## config.mk

```make
export PLATFORM = sky130hd
export DESIGN_NAME = xxh_lane
export DESIGN_NICKNAME = d
export VERILOG_FILES = /design/src/design/xxh_pkg.sv /design/src/design/xxh_mul.sv /design/src/design/xxh_lane.sv
export SDC_FILE = /design/constraint.sdc
export NUM_CORES = 2
export LEC_CHECK = 0
export BUFFER_PORTS_ARGS = -buffer_cell sky130_fd_sc_hd__clkbuf_2
export CAP_MARGIN = 20
export CORE_MARGIN = 2
export CORE_UTILIZATION = 40
export DETAILED_ROUTE_END_ITERATION = 8
export PLACE_DENSITY = 0.6
export SLEW_MARGIN = 20
export SYNTH_ARGS = -nofsm -noshare
export SYNTH_HDL_FRONTEND = slang
export SYNTH_SLANG_ARGS = --single-unit
```

## constraint.sdc

```tcl
create_clock -name i_clk -period 32.5 [get_ports i_clk]
set_clock_uncertainty 0.05 [all_clocks]
set_input_delay 3.25 -clock i_clk [delete_from_list [all_inputs] [get_ports i_clk]]
set_output_delay 3.25 -clock i_clk [all_outputs]
set_load 0.01 [all_outputs]
```

## src/design/xxh_pkg.sv

```systemverilog
package xxh_pkg;

    localparam logic [63:0] P1 = 64'h9E3779B185EBCA87;
    localparam logic [63:0] P2 = 64'hC2B2AE3D27D4EB4F;
    localparam logic [63:0] P3 = 64'h165667B19E3779F9;
    localparam logic [63:0] P4 = 64'h85EBCA77C2B2AE63;
    localparam logic [63:0] P5 = 64'h27D4EB2F165667C5;

    localparam int unsigned NUM_LANES = 4;
    localparam logic [5:0]  STRIPE_BYTES = 6'd32;

    // Rotate left by a constant amount between 1 and 63.
    function automatic logic [63:0] rotl(input logic [63:0] x, input int unsigned s);
        rotl = (x << s) | (x >> (64 - s));
    endfunction

endpackage

```

## src/design/xxh_mul.sv

```systemverilog
module xxh_mul (
    input  logic        i_clk,
    input  logic        i_rst_n,
    input  logic        i_valid,
    input  logic [63:0] i_a,
    input  logic [63:0] i_b,
    output logic        o_valid,
    output logic [63:0] o_p
);

    // Low 64 bits of a 64x64 product from three 32x32 partial products.
    logic [63:0] ll;
    logic [31:0] lh;
    logic [31:0] hl;
    logic [63:0] r_ll;
    logic [31:0] r_lh;
    logic [31:0] r_hl;
    logic [63:0] r_p;
    logic        r_v1;
    logic        r_v2;
    logic [31:0] mid_sum;

    assign ll = 64'(i_a[31:0]) * 64'(i_b[31:0]);
    assign lh = i_a[31:0] * i_b[63:32];
    assign hl = i_a[63:32] * i_b[31:0];
    assign mid_sum = r_lh + r_hl;

    always_ff @(posedge i_clk) begin
        r_ll <= ll;
        r_lh <= lh;
        r_hl <= hl;
        r_p  <= r_ll + {mid_sum, 32'h0};
    end

    always_ff @(posedge i_clk) begin
        if (!i_rst_n) begin
            r_v1 <= 1'b0;
            r_v2 <= 1'b0;
        end else begin
            r_v1 <= i_valid;
            r_v2 <= r_v1;
        end
    end

    assign o_valid = r_v2;
    assign o_p     = r_p;

endmodule

```

## src/design/xxh_lane.sv

```systemverilog
module xxh_lane (
    input  logic        i_clk,
    input  logic        i_rst_n,
    input  logic        i_start,
    input  logic [63:0] i_acc,
    input  logic [63:0] i_word,
    output logic        o_done,
    output logic [63:0] o_result
);

    // One lane round: rotl(acc + word * P2, 31) * P1, two passes through the multiplier.
    logic        m_go;
    logic        m_vld;
    logic [63:0] m_a;
    logic [63:0] m_b;
    logic [63:0] m_p;
    logic [63:0] r_a;
    logic        r_ph;

    assign m_go = i_start | (m_vld & !r_ph);
    assign m_a  = i_start ? i_word : xxh_pkg::rotl(r_a + m_p, 31);
    assign m_b  = i_start ? xxh_pkg::P2 : xxh_pkg::P1;

    xxh_mul u_mul (
        .i_clk   (i_clk),
        .i_rst_n (i_rst_n),
        .i_valid (m_go),
        .i_a     (m_a),
        .i_b     (m_b),
        .o_valid (m_vld),
        .o_p     (m_p)
    );

    always_ff @(posedge i_clk) begin
        if (i_start) begin
            r_a <= i_acc;
        end
    end

    always_ff @(posedge i_clk) begin
        if (!i_rst_n) begin
            r_ph <= 1'b0;
        end else if (i_start) begin
            r_ph <= 1'b0;
        end else if (m_vld) begin
            r_ph <= !r_ph;
        end
    end

    assign o_done   = m_vld & r_ph;
    assign o_result = m_p;

endmodule

```

==> impl_metrics.ini <==
[outcome]
outcome = completed

[grt]
antenna_found_initial = 11
grt_pass1_vias = 45930
overflow = 0
grt_max_degree = 50
grt_usage_pct = 27.07
grt_pass1_wl_um = 299900

[synth]
syn_inst = 5958
yosysWarningCount = 0
synth_area_per_cell_um2 = 10.06
yosysSeqAreaShare_pct = 9.686
synth_edf_count = 64
ys_seq_elements = 258
ys_types = 96
async_flop_share_pct = 0
ys.flop_type = dfxtp_1
syn-cell-area_um2 = 59940

[run]
drv_cap = 0

[timing]
finalMaxSlewViolations = 0
fmax_ghz = 0.07312
worst_slew_pin_slew_ns = 1.059
report.final.hold_viol_count = 0
relSlewSlack_pct = 28.66
grt_setup_unrepaired = false
setup_viol = 0
min_period_ns = 13.68
setup-tns-final_ns = 0
finalCritPeriodShare_pct = 42.08

[critical_path]
required_ns = 32.92
crit_fanout = 49
worstPathArrival_ns = 14.10
crit_path_top_delay_cell = a311oi_1
worst_setup_path_start_kind = primary input
critPathMaxStageDelay_ns = 0.78
setup.worst_path.class = primary input to flop
critPathCaptureType = flop
path_common_cell = fa_1

[finish]
nets = 8552
drive_gt1_share_pct = 5.924
finish.utilization_pct = 43.55
stdcell_count = 8227
area_delta_synth_final_pct = 8.427
design_area_um2 = 64990

[clocking]
clock_latency_ns = 0.60
cts_tree = built
post_cts_resized = 0
clockBufferDepth = 3
cts_setup_buffers = 0
clk_pin_slew_ns = 0.06
root_buffer = clkbuf_16
clock-sinks = 258
cts_made_buffers = 34
cts_max_level = 2
cts_hold_buf = 0

[routing]
drc = 0
dr.pass1.iters = 6
ant_nets = 0
vias_per_cell = 5.120
drt_wl_total_um = 201800
drt_iter0_markers = 2957
num_vias = 42130
routedWlPerCell_um = 24.53

[placed_design]
io_buffers = 195
routabilityCongestion = 1.018
place_hpwl_um = 177400
dpl_cell_area_um2 = 63820
dp.cells = 8163

[floorplanning]
die_w_um = 391.1
dieArea_um2 = 153000
initial_core_util_pct = 40.16
fp.dieH_um = 391.1
coreArea_um2 = 149200
ios = 196
num_rows = 142

[min_path]
hp-class = flop to flop
==> kinds of logic (layout without fill, tap and decap cells) <==
| group | count (synthesis) | count (layout) | synth area share, % |
|---|---|---|---|
| buf+inv | 1821 | 2072 | 11.43 |
| flops | 258 | 258 | 9.686 |
| xor+xnor | 319 | 319 | 4.824 |
| compound gates | 710 | 710 | 7.888 |
| simple gates | 678 | 678 | 5.229 |
| other cells | 2 | 76 | 0.01253 |
| fa+ha+maj | 2166 | 2166 | 60.83 |
| mux | 4 | 4 | 0.09601 |
==> metal layers <==
layer / global-route usage [%] / up-vias / share of wire [%]
met5: 0 / - / 0.026
met2: 44.12 / 1638 / 46
met4: 11.04 / 8 / 4.8
met3: 4.623 / 377 / 7.8
li1: - / 18770 / -
met1: 35.69 / 21330 / 41
==> final timing paths <==
| check | to | slack, ns | cells past startpoint | start |
|---|---|---|---|---|
| hold / removal | u_mul.o_p[18] | 0.27 | 0 | u_mul.r_ll[18] |
| setup reg to reg | u_mul.r_ll[58] | 19.93 | 40 | u_mul.o_p[25] |
| hold reg to reg | u_mul.o_p[18] | 0.27 | 0 | u_mul.r_ll[18] |
| setup / recovery | u_mul.r_ll[58] | 18.82 | 34 | i_start |
==> worst max-delay path: cells and delay by family <==
kind	cells	cell delay [ns]
XOR/XNOR	1	0.12
adder cells (fa/ha/maj)	9	3.92
AND/OR/NAND/NOR	2	0.47
AO/OA/AOI/OAI	14	3.86
buffers and inverters	8	2.42
==> Yosys cell counts, types with 4 or more instances <==
cell type,n,area [µm²]
o31a_1,9,78.83
o21ai_0,104,520.5
o21ai_1,12,60.06
ha_1,919,11500
nand2b_1,30,187.7
a21boi_0,6,45.04
o211a_1,4,40.04
xnor3_1,6,135.1
dfxtp_1,194,3884
nand4_1,27,168.9
o21bai_1,40,300.3
inv_1,1756,6591
nor2b_1,33,206.5
o211ai_1,7,52.55
edfxtp_1,64,1922
nand3_1,39,195.2
o31ai_1,8,60.06
a31o_2,5,43.79
a21o_1,144,1081
xor2_1,84,735.7
a2111oi_0,4,35.03
a21oi_2,5,43.79
a31oi_1,20,125.1
and4_1,4,35.03
nand2_1,263,987.2
and2_1,28,175.2
o21a_1,44,330.3
buf_2,4,20.02
a211o_1,6,52.55
clkbuf_1,53,198.9
xnor2_1,228,1997
a21oi_1,219,1096
or2_2,17,106.4
a221oi_1,4,35.03
nor2_1,163,611.8
or4_1,5,37.54
nor3_1,26,130.1
or3_1,10,62.56
fa_1,1247,24960
a211oi_1,16,120.1
nor4_1,6,37.54
and3_1,17,106.4
a41oi_1,6,52.55
==> area by class of cell <==
type,instances,area [µm²]
fillers,14610,84250
multi-input cells,3950,47570
inverters,1760,6610
flip-flops and latches,258,5806
well taps,1944,2432
repair buffers,251,1403
clock buffers,43,918.4
clock inverters,18,247.7
diodes,3,7.507
==> sequential cells by signal, indices dropped and copies added, names as in the netlist <==
register and count:
u_mul.r_lh 31, u_mul.r_ll 64, r_ph 1, u_mul.o_p 64, u_mul.r_v1 1, r_a 64, u_mul.r_hl 32, u_mul.o_valid 1
==> layout by cell type (no fill, tap or decap), types with 7 or more instances in the layout <==
master     instances
inv_1           1755
fa_1            1247
ha_1             919
nand2_1          263
xnor2_1          228
a21oi_1          218
clkbuf_2         194
dfxtp_1          194
nor2_1           160
a21o_1           144
o21ai_0          103
xor2_1            84
conb_1            73
edfxtp_1          64
buf_4             56
o21a_1            44
o21bai_1          40
nand3_1           39
clkbuf_16         34
nor2b_1           33
nand2b_1          30
and2_1            28
nand4_1           27
nor3_1            26
a31oi_1           20
and3_1            17
or2_2             17
a211oi_1          16
o21ai_1           11
or3_1             10
o31a_1             9
o31ai_1            8
o211ai_1           7
==> per-stage QoR <==
stage	setup WS, ns	hold slack [ns]
6_report	18.82	0.2716
5_1_grt	18.22	0.2808
4_1_cts	18.83	0.2712
3_5_place_dp	18.25	0.2621
3_3_place_gp	18.29	0.2602
2_1_floorplan	19.56	0.2596
Power is not shown: default switching activity piles up to over one toggle a cycle in this logic, so the estimate is an artifact.
